## src/rtl/flz_pkg.sv

```systemverilog
package flz_pkg;

    localparam int MAX_FRAME_BYTES = 508;
    localparam int HISTORY_DEPTH   = 512;
    localparam int HIST_AW         = $clog2(HISTORY_DEPTH);
    localparam int FP_W            = $clog2(MAX_FRAME_BYTES + 1);
    localparam int TOTAL_W         = 22;
    localparam int LEN_W           = 16;
    localparam int OFF_W           = 12;
    localparam int RUN_W           = 8;
    localparam int MLEN_W          = 4;
    localparam int QUEUE_DEPTH     = 4;
    localparam int QUEUE_AW        = $clog2(QUEUE_DEPTH);

    localparam logic [TOTAL_W-1:0] CAPACITY_RESET = TOTAL_W'(2097152);
    localparam logic [LEN_W-1:0]   MAX_RAW        = LEN_W'(MAX_FRAME_BYTES);
    localparam logic [MLEN_W-1:0]  MATCH_BASE     = MLEN_W'(3);
    localparam logic [1:0]         HDR_LAST       = 2'd3;

    // Result kinds.
    localparam logic [1:0] KIND_BYTE = 2'd0;
    localparam logic [1:0] KIND_OK   = 2'd1;
    localparam logic [1:0] KIND_FAIL = 2'd2;

    typedef enum logic [2:0] {
        PH_HEADER,
        PH_STORED,
        PH_TOKEN,
        PH_LITERAL,
        PH_MATCH
    } phase_t;

    typedef enum logic [1:0] {
        CMD_LIT,
        CMD_STORED,
        CMD_MATCH,
        CMD_STATUS
    } cmd_op_t;

    typedef enum logic [1:0] {
        BK_IDLE,
        BK_READ,
        BK_COPY
    } bk_state_t;

    // One request from the parser to the output engine.
    typedef struct packed {
        cmd_op_t              op;
        logic [7:0]           data;
        logic                 ok;
        logic [HIST_AW-1:0]   wr_addr;
        logic [HIST_AW-1:0]   rd_addr;
        logic [MLEN_W-1:0]    count;
        logic [TOTAL_W-1:0]   total;
    } cmd_t;

endpackage

```

## src/rtl/framed_lz_decompressor_unit.sv

```systemverilog
// Framed LZ decompressor. Compressed bytes enter on the in channel (opcode 0
// with in_byte), and an end-of-stream request is opcode 1. Results leave on
// the out channel: kind 0 carries one decompressed byte, kind 1 or 2 is the
// end-of-stream status, and total_length is the running output count. last
// marks the final result caused by one input request.
// The cfg channel writes the output capacity at any time the block is idle;
// it is always ready.
// Input requests are taken one per cycle while the four-entry command queue
// between the parser and the output engine has room. A literal or stored
// byte, or a status, goes from the queue into the output register once the
// engine is idle and the output register is free. A match copies its 3 to
// 10 bytes from the history memory, each by a read state and then a copy
// state that writes the byte back and loads it into the output register.
// Reset clears the parser, the queue and the output register and sets the
// capacity to 2097152; the history memory needs no clearing. When the
// receiver stalls, the output register holds its result, the engine waits,
// the queue fills and in_ready drops.
module framed_lz_decompressor_unit (
    input  logic                          clk,
    input  logic                          rst_n,
    input  logic                          cfg_valid,
    output logic                          cfg_ready,
    input  logic [flz_pkg::TOTAL_W-1:0]   cfg_data,
    input  logic                          in_valid,
    output logic                          in_ready,
    input  logic                          opcode,
    input  logic [7:0]                    in_byte,
    output logic                          out_valid,
    input  logic                          out_ready,
    output logic [1:0]                    kind,
    output logic [7:0]                    out_byte,
    output logic [flz_pkg::TOTAL_W-1:0]   total_length,
    output logic                          last
);

    logic          q_push;
    logic          q_full;
    logic          q_pop;
    logic          q_empty;
    flz_pkg::cmd_t push_cmd;
    flz_pkg::cmd_t pop_cmd;

    flz_front u_front (
        .clk       (clk),
        .rst_n     (rst_n),
        .cfg_valid (cfg_valid),
        .cfg_ready (cfg_ready),
        .cfg_data  (cfg_data),
        .in_valid  (in_valid),
        .in_ready  (in_ready),
        .opcode    (opcode),
        .in_byte   (in_byte),
        .q_full    (q_full),
        .q_push    (q_push),
        .q_cmd     (push_cmd)
    );

    flz_queue u_queue (
        .clk      (clk),
        .rst_n    (rst_n),
        .push     (q_push),
        .push_cmd (push_cmd),
        .full     (q_full),
        .pop      (q_pop),
        .pop_cmd  (pop_cmd),
        .empty    (q_empty)
    );

    flz_back u_back (
        .clk          (clk),
        .rst_n        (rst_n),
        .q_empty      (q_empty),
        .q_cmd        (pop_cmd),
        .q_pop        (q_pop),
        .out_valid    (out_valid),
        .out_ready    (out_ready),
        .kind         (kind),
        .out_byte     (out_byte),
        .total_length (total_length),
        .last         (last)
    );

endmodule

```

## src/rtl/flz_queue.sv

```systemverilog
module flz_queue (
    input  logic          clk,
    input  logic          rst_n,
    input  logic          push,
    input  flz_pkg::cmd_t push_cmd,
    output logic          full,
    input  logic          pop,
    output flz_pkg::cmd_t pop_cmd,
    output logic          empty
);

    flz_pkg::cmd_t                  entry_reg [flz_pkg::QUEUE_DEPTH];
    logic [flz_pkg::QUEUE_AW-1:0]   wr_ptr_reg;
    logic [flz_pkg::QUEUE_AW-1:0]   wr_ptr_next;
    logic [flz_pkg::QUEUE_AW-1:0]   rd_ptr_reg;
    logic [flz_pkg::QUEUE_AW-1:0]   rd_ptr_next;
    logic [flz_pkg::QUEUE_AW:0]     count_reg;
    logic [flz_pkg::QUEUE_AW:0]     count_next;
    logic                           do_push;
    logic                           do_pop;

    assign full    = (count_reg == (flz_pkg::QUEUE_AW + 1)'(flz_pkg::QUEUE_DEPTH));
    assign empty   = (count_reg == '0);
    assign pop_cmd = entry_reg[rd_ptr_reg];
    assign do_push = push && !full;
    assign do_pop  = pop && !empty;

    always_comb
    begin
        wr_ptr_next = do_push ? wr_ptr_reg + 1'b1 : wr_ptr_reg;
        rd_ptr_next = do_pop ? rd_ptr_reg + 1'b1 : rd_ptr_reg;
        count_next  = count_reg;
        if (do_push && !do_pop)
        begin
            count_next = count_reg + 1'b1;
        end
        else if (do_pop && !do_push)
        begin
            count_next = count_reg - 1'b1;
        end
    end

    always_ff @(posedge clk or negedge rst_n)
    begin
        if (!rst_n)
        begin
            wr_ptr_reg <= '0;
            rd_ptr_reg <= '0;
            count_reg  <= '0;
        end
        else
        begin
            wr_ptr_reg <= wr_ptr_next;
            rd_ptr_reg <= rd_ptr_next;
            count_reg  <= count_next;
        end
    end

    always_ff @(posedge clk)
    begin
        if (do_push)
        begin
            entry_reg[wr_ptr_reg] <= push_cmd;
        end
    end

endmodule

```

## src/rtl/flz_front.sv

```systemverilog
module flz_front (
    input  logic                          clk,
    input  logic                          rst_n,
    input  logic                          cfg_valid,
    output logic                          cfg_ready,
    input  logic [flz_pkg::TOTAL_W-1:0]   cfg_data,
    input  logic                          in_valid,
    output logic                          in_ready,
    input  logic                          opcode,
    input  logic [7:0]                    in_byte,
    input  logic                          q_full,
    output logic                          q_push,
    output flz_pkg::cmd_t                 q_cmd
);

    flz_pkg::phase_t                  phase_reg;
    flz_pkg::phase_t                  phase_next;
    logic [1:0]                       hdr_cnt_reg;
    logic [1:0]                       hdr_cnt_next;
    logic [flz_pkg::LEN_W-1:0]        raw_len_reg;
    logic [flz_pkg::LEN_W-1:0]        raw_len_next;
    logic [flz_pkg::LEN_W-1:0]        comp_rem_reg;
    logic [flz_pkg::LEN_W-1:0]        comp_rem_next;
    logic [flz_pkg::FP_W-1:0]         fp_reg;
    logic [flz_pkg::FP_W-1:0]         fp_next;
    logic [flz_pkg::RUN_W-1:0]        lit_rem_reg;
    logic [flz_pkg::RUN_W-1:0]        lit_rem_next;
    logic [7:0]                       token_reg;
    logic [7:0]                       token_next;
    logic [flz_pkg::TOTAL_W-1:0]      total_reg;
    logic [flz_pkg::TOTAL_W-1:0]      total_next;
    logic                             failed_reg;
    logic                             failed_next;
    logic [flz_pkg::TOTAL_W-1:0]      cap_reg;

    logic                             accept;
    logic [flz_pkg::TOTAL_W-1:0]      room;
    logic [flz_pkg::TOTAL_W-1:0]      total_inc;
    logic [flz_pkg::LEN_W-1:0]        fp_ext;
    logic [flz_pkg::LEN_W-1:0]        fp_inc;
    logic [flz_pkg::LEN_W-1:0]        comp_dec;
    logic [flz_pkg::LEN_W-1:0]        comp_full;
    logic [flz_pkg::RUN_W-1:0]        lit_n;
    logic [flz_pkg::MLEN_W-1:0]       m_len;
    logic [flz_pkg::OFF_W-1:0]        m_off;
    logic [flz_pkg::LEN_W-1:0]        fp_plus_lit;
    logic [flz_pkg::LEN_W-1:0]        fp_plus_m;
    logic                             status_ok;

    assign cfg_ready = 1'b1;
    assign in_ready  = !q_full;
    assign accept    = in_valid && in_ready;

    always_comb
    begin
        room        = (total_reg > cap_reg) ? '0 : cap_reg - total_reg;
        total_inc   = total_reg + 1'b1;
        fp_ext      = flz_pkg::LEN_W'(fp_reg);
        fp_inc      = fp_ext + 1'b1;
        comp_dec    = comp_rem_reg - 1'b1;
        comp_full   = {in_byte, comp_rem_reg[7:0]};
        lit_n       = {1'b0, in_byte[6:0]} + 1'b1;
        m_len       = {1'b0, token_reg[6:4]} + flz_pkg::MATCH_BASE;
        m_off       = {token_reg[3:0], in_byte};
        fp_plus_lit = fp_ext + flz_pkg::LEN_W'(lit_n);
        fp_plus_m   = fp_ext + flz_pkg::LEN_W'(m_len);
        status_ok   = !failed_reg && (phase_reg == flz_pkg::PH_HEADER) && (hdr_cnt_reg == '0);

        phase_next    = phase_reg;
        hdr_cnt_next  = hdr_cnt_reg;
        raw_len_next  = raw_len_reg;
        comp_rem_next = comp_rem_reg;
        fp_next       = fp_reg;
        lit_rem_next  = lit_rem_reg;
        token_next    = token_reg;
        total_next    = total_reg;
        failed_next   = failed_reg;

        q_push          = 1'b0;
        q_cmd           = '0;
        q_cmd.op        = flz_pkg::CMD_LIT;
        q_cmd.data      = in_byte;
        q_cmd.ok        = status_ok;
        q_cmd.wr_addr   = flz_pkg::HIST_AW'(fp_reg);
        q_cmd.rd_addr   = flz_pkg::HIST_AW'(flz_pkg::OFF_W'(fp_reg) - m_off);
        q_cmd.count     = m_len;
        q_cmd.total     = total_inc;

        if (accept)
        begin
            if (opcode)
            begin
                q_push        = 1'b1;
                q_cmd.op      = flz_pkg::CMD_STATUS;
                q_cmd.data    = '0;
                q_cmd.total   = total_reg;
                phase_next    = flz_pkg::PH_HEADER;
                hdr_cnt_next  = '0;
                raw_len_next  = '0;
                comp_rem_next = '0;
                fp_next       = '0;
                lit_rem_next  = '0;
                token_next    = '0;
                total_next    = '0;
                failed_next   = 1'b0;
            end
            else if (!failed_reg)
            begin
                unique case (phase_reg)
                    flz_pkg::PH_HEADER:
                    begin
                        case (hdr_cnt_reg)
                            2'd0:    raw_len_next  = {8'h00, in_byte};
                            2'd1:    raw_len_next  = {in_byte, raw_len_reg[7:0]};
                            2'd2:    comp_rem_next = {8'h00, in_byte};
                            default: comp_rem_next = comp_full;
                        endcase
                        hdr_cnt_next = hdr_cnt_reg + 1'b1;
                        if (hdr_cnt_reg == flz_pkg::HDR_LAST)
                        begin
                            fp_next = '0;
                            if ((raw_len_reg == '0) || (raw_len_reg > flz_pkg::MAX_RAW) ||
                                (flz_pkg::TOTAL_W'(raw_len_reg) > room))
                            begin
                                failed_next = 1'b1;
                            end
                            else
                            begin
                                phase_next = (comp_full == '0) ? flz_pkg::PH_STORED
                                                               : flz_pkg::PH_TOKEN;
                            end
                        end
                    end
                    flz_pkg::PH_STORED:
                    begin
                        q_push     = 1'b1;
                        q_cmd.op   = flz_pkg::CMD_STORED;
                        fp_next    = flz_pkg::FP_W'(fp_inc);
                        total_next = total_inc;
                        if (fp_inc >= raw_len_reg)
                        begin
                            phase_next   = flz_pkg::PH_HEADER;
                            hdr_cnt_next = '0;
                        end
                    end
                    flz_pkg::PH_TOKEN:
                    begin
                        comp_rem_next = comp_dec;
                        if (!in_byte[7])
                        begin
                            if ((flz_pkg::LEN_W'(lit_n) > comp_dec) ||
                                (flz_pkg::TOTAL_W'(lit_n) > room) ||
                                (fp_plus_lit > raw_len_reg))
                            begin
                                failed_next = 1'b1;
                            end
                            else
                            begin
                                lit_rem_next = lit_n;
                                phase_next   = flz_pkg::PH_LITERAL;
                            end
                        end
                        else if (comp_dec == '0)
                        begin
                            // A match token needs one more byte inside the frame.
                            failed_next = 1'b1;
                        end
                        else
                        begin
                            token_next = in_byte;
                            phase_next = flz_pkg::PH_MATCH;
                        end
                    end
                    flz_pkg::PH_LITERAL:
                    begin
                        comp_rem_next = comp_dec;
                        q_push        = 1'b1;
                        q_cmd.op      = flz_pkg::CMD_LIT;
                        fp_next       = flz_pkg::FP_W'(fp_inc);
                        total_next    = total_inc;
                        lit_rem_next  = lit_rem_reg - 1'b1;
                        if (lit_rem_reg == flz_pkg::RUN_W'(1))
                        begin
                            phase_next = flz_pkg::PH_TOKEN;
                            if (comp_dec == '0)
                            begin
                                if (fp_inc != raw_len_reg)
                                begin
                                    failed_next = 1'b1;
                                end
                                phase_next   = flz_pkg::PH_HEADER;
                                hdr_cnt_next = '0;
                            end
                        end
                    end
                    flz_pkg::PH_MATCH:
                    begin
                        comp_rem_next = comp_dec;
                        if ((m_off == '0) || (m_off > flz_pkg::OFF_W'(fp_reg)) ||
                            (flz_pkg::TOTAL_W'(m_len) > room) ||
                            (fp_plus_m > raw_len_reg))
                        begin
                            failed_next = 1'b1;
                        end
                        else
                        begin
                            q_push     = 1'b1;
                            q_cmd.op   = flz_pkg::CMD_MATCH;
                            fp_next    = flz_pkg::FP_W'(fp_plus_m);
                            total_next = total_reg + flz_pkg::TOTAL_W'(m_len);
                            phase_next = flz_pkg::PH_TOKEN;
                            if (comp_dec == '0)
                            begin
                                if (fp_plus_m != raw_len_reg)
                                begin
                                    failed_next = 1'b1;
                                end
                                phase_next   = flz_pkg::PH_HEADER;
                                hdr_cnt_next = '0;
                            end
                        end
                    end
                    default:
                    begin
                        phase_next = flz_pkg::PH_HEADER;
                    end
                endcase
            end
        end
    end

    always_ff @(posedge clk or negedge rst_n)
    begin
        if (!rst_n)
        begin
            phase_reg    <= flz_pkg::PH_HEADER;
            hdr_cnt_reg  <= '0;
            raw_len_reg  <= '0;
            comp_rem_reg <= '0;
            fp_reg       <= '0;
            lit_rem_reg  <= '0;
            token_reg    <= '0;
            total_reg    <= '0;
            failed_reg   <= 1'b0;
            cap_reg      <= flz_pkg::CAPACITY_RESET;
        end
        else
        begin
            phase_reg    <= phase_next;
            hdr_cnt_reg  <= hdr_cnt_next;
            raw_len_reg  <= raw_len_next;
            comp_rem_reg <= comp_rem_next;
            fp_reg       <= fp_next;
            lit_rem_reg  <= lit_rem_next;
            token_reg    <= token_next;
            total_reg    <= total_next;
            failed_reg   <= failed_next;
            if (cfg_valid)
            begin
                cap_reg <= cfg_data;
            end
        end
    end

endmodule

```

## src/rtl/flz_back.sv

```systemverilog
module flz_back (
    input  logic                          clk,
    input  logic                          rst_n,
    input  logic                          q_empty,
    input  flz_pkg::cmd_t                 q_cmd,
    output logic                          q_pop,
    output logic                          out_valid,
    input  logic                          out_ready,
    output logic [1:0]                    kind,
    output logic [7:0]                    out_byte,
    output logic [flz_pkg::TOTAL_W-1:0]   total_length,
    output logic                          last
);

    logic [7:0]                     hist_mem [flz_pkg::HISTORY_DEPTH];

    flz_pkg::bk_state_t             state_reg;
    flz_pkg::bk_state_t             state_next;
    logic [flz_pkg::HIST_AW-1:0]    rd_reg;
    logic [flz_pkg::HIST_AW-1:0]    rd_next;
    logic [flz_pkg::HIST_AW-1:0]    wr_reg;
    logic [flz_pkg::HIST_AW-1:0]    wr_next;
    logic [flz_pkg::MLEN_W-1:0]     cnt_reg;
    logic [flz_pkg::MLEN_W-1:0]     cnt_next;
    logic [flz_pkg::TOTAL_W-1:0]    tot_reg;
    logic [flz_pkg::TOTAL_W-1:0]    tot_next;
    logic [7:0]                     rdata_reg;

    logic                           out_valid_reg;
    logic                           out_valid_next;
    logic [1:0]                     kind_reg;
    logic [1:0]                     kind_next;
    logic [7:0]                     byte_reg;
    logic [7:0]                     byte_next;
    logic [flz_pkg::TOTAL_W-1:0]    len_reg;
    logic [flz_pkg::TOTAL_W-1:0]    len_next;
    logic                           last_reg;
    logic                           last_next;

    logic                           load_ok;
    logic                           mem_we;
    logic [flz_pkg::HIST_AW-1:0]    mem_wa;
    logic [7:0]                     mem_wd;
    logic                           mem_re;

    assign out_valid    = out_valid_reg;
    assign kind         = kind_reg;
    assign out_byte     = byte_reg;
    assign total_length = len_reg;
    assign last         = last_reg;

    assign load_ok = !out_valid_reg || out_ready;

    always_comb
    begin
        state_next     = state_reg;
        rd_next        = rd_reg;
        wr_next        = wr_reg;
        cnt_next       = cnt_reg;
        tot_next       = tot_reg;
        out_valid_next = out_valid_reg && !out_ready;
        kind_next      = kind_reg;
        byte_next      = byte_reg;
        len_next       = len_reg;
        last_next      = last_reg;
        q_pop          = 1'b0;
        mem_we         = 1'b0;
        mem_wa         = wr_reg;
        mem_wd         = rdata_reg;
        mem_re         = 1'b0;

        unique case (state_reg)
            flz_pkg::BK_IDLE:
            begin
                if (!q_empty && load_ok)
                begin
                    q_pop = 1'b1;
                    unique case (q_cmd.op)
                        flz_pkg::CMD_LIT:
                        begin
                            mem_we         = 1'b1;
                            mem_wa         = q_cmd.wr_addr;
                            mem_wd         = q_cmd.data;
                            out_valid_next = 1'b1;
                            kind_next      = flz_pkg::KIND_BYTE;
                            byte_next      = q_cmd.data;
                            len_next       = q_cmd.total;
                            last_next      = 1'b1;
                        end
                        flz_pkg::CMD_STORED:
                        begin
                            out_valid_next = 1'b1;
                            kind_next      = flz_pkg::KIND_BYTE;
                            byte_next      = q_cmd.data;
                            len_next       = q_cmd.total;
                            last_next      = 1'b1;
                        end
                        flz_pkg::CMD_STATUS:
                        begin
                            out_valid_next = 1'b1;
                            kind_next      = q_cmd.ok ? flz_pkg::KIND_OK : flz_pkg::KIND_FAIL;
                            byte_next      = '0;
                            len_next       = q_cmd.total;
                            last_next      = 1'b1;
                        end
                        flz_pkg::CMD_MATCH:
                        begin
                            rd_next    = q_cmd.rd_addr;
                            wr_next    = q_cmd.wr_addr;
                            cnt_next   = q_cmd.count;
                            tot_next   = q_cmd.total;
                            state_next = flz_pkg::BK_READ;
                        end
                        default:
                        begin
                            state_next = flz_pkg::BK_IDLE;
                        end
                    endcase
                end
            end
            flz_pkg::BK_READ:
            begin
                mem_re     = 1'b1;
                state_next = flz_pkg::BK_COPY;
            end
            flz_pkg::BK_COPY:
            begin
                // The copied byte is written back before the next read, so a
                // match that overlaps its own output sees the fresh bytes.
                if (load_ok)
                begin
                    mem_we         = 1'b1;
                    out_valid_next = 1'b1;
                    kind_next      = flz_pkg::KIND_BYTE;
                    byte_next      = rdata_reg;
                    len_next       = tot_reg;
                    last_next      = (cnt_reg == flz_pkg::MLEN_W'(1));
                    rd_next        = rd_reg + 1'b1;
                    wr_next        = wr_reg + 1'b1;
                    tot_next       = tot_reg + 1'b1;
                    cnt_next       = cnt_reg - 1'b1;
                    state_next     = (cnt_reg == flz_pkg::MLEN_W'(1)) ? flz_pkg::BK_IDLE
                                                                       : flz_pkg::BK_READ;
                end
            end
            default:
            begin
                state_next = flz_pkg::BK_IDLE;
            end
        endcase
    end

    always_ff @(posedge clk or negedge rst_n)
    begin
        if (!rst_n)
        begin
            state_reg     <= flz_pkg::BK_IDLE;
            out_valid_reg <= 1'b0;
        end
        else
        begin
            state_reg     <= state_next;
            out_valid_reg <= out_valid_next;
        end
    end

    always_ff @(posedge clk)
    begin
        rd_reg   <= rd_next;
        wr_reg   <= wr_next;
        cnt_reg  <= cnt_next;
        tot_reg  <= tot_next;
        kind_reg <= kind_next;
        byte_reg <= byte_next;
        len_reg  <= len_next;
        last_reg <= last_next;
    end

    always_ff @(posedge clk)
    begin
        if (mem_we)
        begin
            hist_mem[mem_wa] <= mem_wd;
        end
        if (mem_re)
        begin
            rdata_reg <= hist_mem[rd_reg];
        end
    end

endmodule

```

## config.mk

```make
export PLATFORM = sky130hd
export DESIGN_NAME = framed_lz_decompressor_unit
export DESIGN_NICKNAME = d
export VERILOG_FILES = /design/src/rtl/flz_pkg.sv /design/src/rtl/framed_lz_decompressor_unit.sv /design/src/rtl/flz_queue.sv /design/src/rtl/flz_front.sv /design/src/rtl/flz_back.sv
export SDC_FILE = /design/constraint.sdc
export NUM_CORES = 2
export LEC_CHECK = 0
export BUFFER_PORTS_ARGS = -buffer_cell sky130_fd_sc_hd__buf_2
export CORE_MARGIN = 3
export CORE_UTILIZATION = 66
export CTS_BUF_LIST = sky130_fd_sc_hd__clkbuf_8
export DETAILED_ROUTE_END_ITERATION = 12
export PLACE_DENSITY = 0.82
export SLEW_MARGIN = 15
export SYNTH_ARGS = -nofsm -noshare
export SYNTH_HDL_FRONTEND = slang
export SYNTH_MEMORY_MAX_BITS = 65536
export SYNTH_SLANG_ARGS = --single-unit
```

## constraint.sdc

```tcl
create_clock -name clk -period 8.25 [get_ports clk]
set_input_delay 2.475 -clock clk [delete_from_list [all_inputs] [get_ports clk]]
set_output_delay 2.475 -clock clk [all_outputs]
set_load 0.01 [all_outputs]
```

# After elaboration in Yosys (flattened, before gate mapping)
# Memory sizes are Yosys's and may differ from the RTL's. A register that Yosys moved wholly into a read port is not among the register bits.
# Cells that the tools add are included.
# word_totals
reg_bits	193
latch_bits	0
ramBits	4316
mem_bits_ro	0
in_bits	36
out_inout_bits	36
elab_cells	293
memories	2
# mem_list
name	depth	width	rd	rd_clocked_by_memory_dff	wr	line	rtl
u_back.hist_mem	512	8	1	1	1	flz_back.sv:15	logic [7:0] hist_mem [flz_pkg::HISTORY_DEPTH];
u_queue.entry_reg	4	55	1	0	1	flz_queue.sv:12	flz_pkg::cmd_t entry_reg [flz_pkg::QUEUE_DEPTH];
# op_classes
addsub	20
multipliers	0
div	0
order_cmp	10
eq_ne	36
shifts	0
mux	136
n_bitwise	0
reduce_logical	64
# ops
operator	count
22-bit two-way mux	12
22-bit one-hot mux with 2 select lines	3
9-bit two-way mux	13
16-bit one-hot mux with 2 select lines	3
16-bit two-way mux	5
8-bit two-way mux	10
16-bit logical NOT	3
8-bit one-hot mux with 2 select lines	3
22-bit by 1-bit adder with 22-bit output (second input constant)	2
3-bit two-way mux	12
9-bit one-hot mux with 2 select lines	2
7-bit two-way mux	5
1-bit two-way mux	34
2-bit two-way mux	17
16-bit > comparator	2
16-bit != test	2
9-bit one-hot mux with 3 select lines	1
5-bit AND reduction	5
3-bit != test (second input constant)	8
4-bit AND reduction	6
22-bit by 4-bit adder with 22-bit output	1
16-bit by 22-bit > comparator with 1-bit output	1
22-bit > comparator	1
4-bit by 22-bit > comparator with 1-bit output	1
54 further kinds	114

# Logic depth before layout (Yosys ltp)
# depth
ltp_word	15
ltp_mapped	26

# Cells and area by module
# From an unflattened synthesis, not the netlist that was laid out.
# hier_totals
hier_cells	9465
area_unflattened_um2	181878.2
# by_module_without_submodules
mod	instances	cells_per_inst	area_per_inst_um2
flz_back	1	7773	162598.4
flz_front	1	1369	10930.5
flz_queue	1	323	8349.3

# Worst setup path before layout
# No wires, ideal clock.
# synth_path
kind	input port to flip-flop
startpoint	in out_ready
endpoint	mem u_back.hist_mem[0][0] (data pin)
arrival_ns	7.537
setup_slack_ns	-0.198
cell_stages	8
cell_sequence	nand2b_2 -> o31ai_1 -> or3_1 -> clkbuf_1 -> or3_1 -> buf_4 -> buf_1 -> mux2_2
# synth_via
elab_chain_len	4
# synth_rtl
element	line	rtl
start: declaration	framed_lz_decompressor_unit.sv:29	input logic out_ready,
1-bit logical OR	flz_back.sv:52	assign load_ok = !out_valid_reg || out_ready;
1-bit logical AND	flz_back.sv:75	if (!q_empty && load_ok)
8-bit two-way mux	flz_back.sv:75	
8-bit two-way mux	flz_back.sv:72	unique case (state_reg)
via u_back.mem_wd[0]	flz_back.sv:43	logic [7:0] mem_wd;
end: declaration	flz_back.sv:15	
# The timed path passes the listed nets, and every way through them passes these cells.

==> metrics.md <==
| Metric | Value |
|---|---|
| Clock-pin slew on the worst setup and hold paths | 60 ps |
| Nets@finish | 9806 |
| Slew @ Worst Pin | 1310 ps |
| Max frequency | 150 MHz |
| Synth warn | 0 |
| Synth async-reset ratio | 2.57% |
| WHS | 515 ps |
| Worst Hold Path Cells | 1 |
| Fillcell total | 14600 |
| Startpoint Class | register |
| RSZ-0062 raised after global routing | no |
| Final period util | 80.8% |
| Leak | 64.6 nW |
| Die H | 532 um |
| Status | finished clean |
| Synth cell count leaders | 4401 x edfxtp_1, 1189 x mux4_2, 683 x nor2_1 |
| Fin. Hold Viols | 0 |
| Drt via density | 7.13 |
| Slew headroom | 12.8% |
| Final Wtd Congestion | 0.932 |
| Global-route wire length before repair | 687000 um |
| Power per cell area | 389 mW/mm2 |
| Post-synth top area share | 72.5% |
| Post_cts resized | 0 |
| Initial DRC count | 16700 |
| Max reg flops | 4096 |
| # IOs | 72 |
| Tot Pwr | 0.0780 W |
| Critical Path Start | u_front.token_reg[4] |
| Final setup vio count | 0 |
| Largest net degree at the start of global routing | 153 |
| DP Cell Count | 12600 |
| Hpwl dp | 284000 um |
| Post-synth top area cell | edfxtp_1 |
| Worst EP arrival | 7570 ps |
| Routing usage on met3 | 8.37% |
| Synth Flop Type | edfxtp_1 |
| Sequential Area | 0.135 mm2 |
| Worst vdd ir | 0.535 mV |
| Initial antenna violation count | 34 |
| Worst skew pair latency | 1240 ps |
| Worst setup path class | reg2reg |
| Core area | 0.274 mm2 |
| Worst hold start | u_front.cap_reg[6] |
| CP Capture Type | register |
| Layout area overhead | 9.92% |
| Root buffer cell | clkbuf_8 |
| DRT antenna net count | 0 |
| Vias in the first global route | 97900 |
| Post-Route WL | 473000 um |
| CP max FO | 32 |
| GRT busiest layer | met2 |
| CTS Hold Bufs | 0 |
| Clk sinks | 4517 |
| FP Rows | 192 |
| Initial core utilization | 66.5% |
| H-tree Lvls | 6 |
| CTS tree | yes |
| Reg-to-Reg End | u_queue.entry_reg[0][10] |
| Max Root-Sink Buffers | 4 |
| Total Routing Usage GR | 33.5% |
| Die footprint | 0.283 mm2 |
| Worst reg2reg setup slack | 1590 ps |
| Most common cell in the netlist | edfxtp_1 |
| Hold Path Class | reg2reg |
| Pre-Repair DR Iteration Count | 8 |
| Mapped Nets | 9392 |
| Final setup margin | 1590 ps |
| Final Non-Filler Cells | 13900 |
| Routed vias | 98800 |
| WP data required | 9150 ps |
| Reg-to-reg startpoint | u_front.token_reg[4] |
| Sequential area share after synthesis | 74.1% |
| Reg2Reg Depth | 21 |
| Hold EP | u_front.cap_reg[6] |
| Slew Viols, Final | 0 |
| Mapped Area | 0.182 mm2 |
| Post-synth EDFFs | 4401 |
| Die width | 532 um |
| CTS buffer count | 674 |
| Grt total ovfl | 0 |
| Met1 usage | 48.0% |
| Synth top area cells | edfxtp_1 72%, mux4_2 15%, dfrtp_1 1.6% |
| Max Cap Violations | 0 |
| Syn_area_per_cell | 19.8 um2 |
| IO Port Bufs | 70 |
| Final TNS setup | 0 ps |
| Minimum clock period | 6660 ps |
| Share of cells above drive strength 1 | 24.2% |
| Postcts setup bufs | 0 |
| FF+latch count, synth | 4517 |
| GRT met2 Usage | 49.8% |
| DRC | 0 |
| Syn Inst Count | 9209 |
| Area of the multi-input gates | 0.0448 mm2 |
| DR WL/cell | 34.1 um |
| Pre-CTS setup slack | 669 ps |
| Netlist cell types | 99 |
| Clock skew | 75.1 ps |
-- kinds of logic (layout without fill, tap and decap cells) --
family	Yosys count	count (layout)	share of synthesized area, %
muxes	1470	1470	16.3
other	1	20	0.00206
xor gates and xnor gates	119	119	0.572
adders and majority gates	147	147	1.03
buffers and inverters	645	1594	1.55
AOI/OAI and AO/OA	813	813	2.99
DFF	4517	4517	74.1
and+or+nand+nor	1497	1497	3.52
-- per-layer routing --
metal	routed length, um	up-vias	part of all wire, %
met5	104	-	0.022
met4	26200	16	5.5
met3	64100	1359	14
met2	218000	8643	46
met1	164000	50000	35
li1	-	38700	-
-- cell type report --
cell class	count	share of cell area (%)
tap	3686	2.30
clock inverter	526	1.71
timing repair buffer	279	1.32
antenna	19	0.0237
multi-input combinational	4047	22.4
sequential	4517	67.4
inverter	104	0.200
clock buffer	685	4.70
-- worst max-delay path, cell delays in order (launching register included) --
cell,delay (ps)
dfrtp_1,410
inv_1,180
ha_1,260
xnor2_1,500
ha_1,380
a21o_1,170
a21oi_1,380
nor2_1,220
nand3_1,140
xnor2_1,120
ha_1,360
nand4_1,150
nor3_1,220
nor3_1,60
o21ai_0,120
nand4_1,240
or3_1,430
a211o_1,270
o21a_2,300
a21oi_4,410
and2_2,680
buf_12,300
-- metrics by stage --
stage | instance area [um2] | utilization, %
2_1_floorplan | 182000 | -
3_3_place_gp | 188000 | 68.3
3_5_place_dp | 188000 | 68.3
4_1_cts | 200000 | 73.0
5_1_grt | 200000 | 73.1
6_report | 200000 | 73.1
-- where the power goes --
group          internal, W  total, W  switching (W)
Sequential          0.0306    0.0312       0.000626
Clock              0.00877    0.0176        0.00886
Combinational      0.00973    0.0291         0.0194
-- layout by cell type, fill, tap and decap left out, drive strengths merged, types with 79 or more instances in the layout --
cell type / synthesis / layout
clkinv: 1 / 278
ha: 141 / 141
mux4: 1189 / 1189
mux2i: 232 / 232
edfxtp: 4401 / 4401
o221ai: 92 / 92
a21oi: 171 / 171
nand2: 462 / 462
nor2: 683 / 683
clkbuf: 280 / 685
inv: 103 / 311
o21ai: 186 / 186
xnor2: 79 / 79
dfrtp: 115 / 115
buf: 261 / 279
nand3: 92 / 92
-- worst max path at each step --
stage,depth (start not counted),to,slack (ps)
6_report,21,u_queue.entry_reg[0][10],1590
4_1_cts,21,u_queue.entry_reg[0][12],1620
5_1_grt,21,u_queue.entry_reg[0][11],1160
2_1_floorplan,8,u_back.hist_mem[0][0],-200
3_5_place_dp,10,u_back.hist_mem[309][6],670
3_3_place_gp,10,u_back.hist_mem[257][5],840
Power figures use the tool's default switching activity.
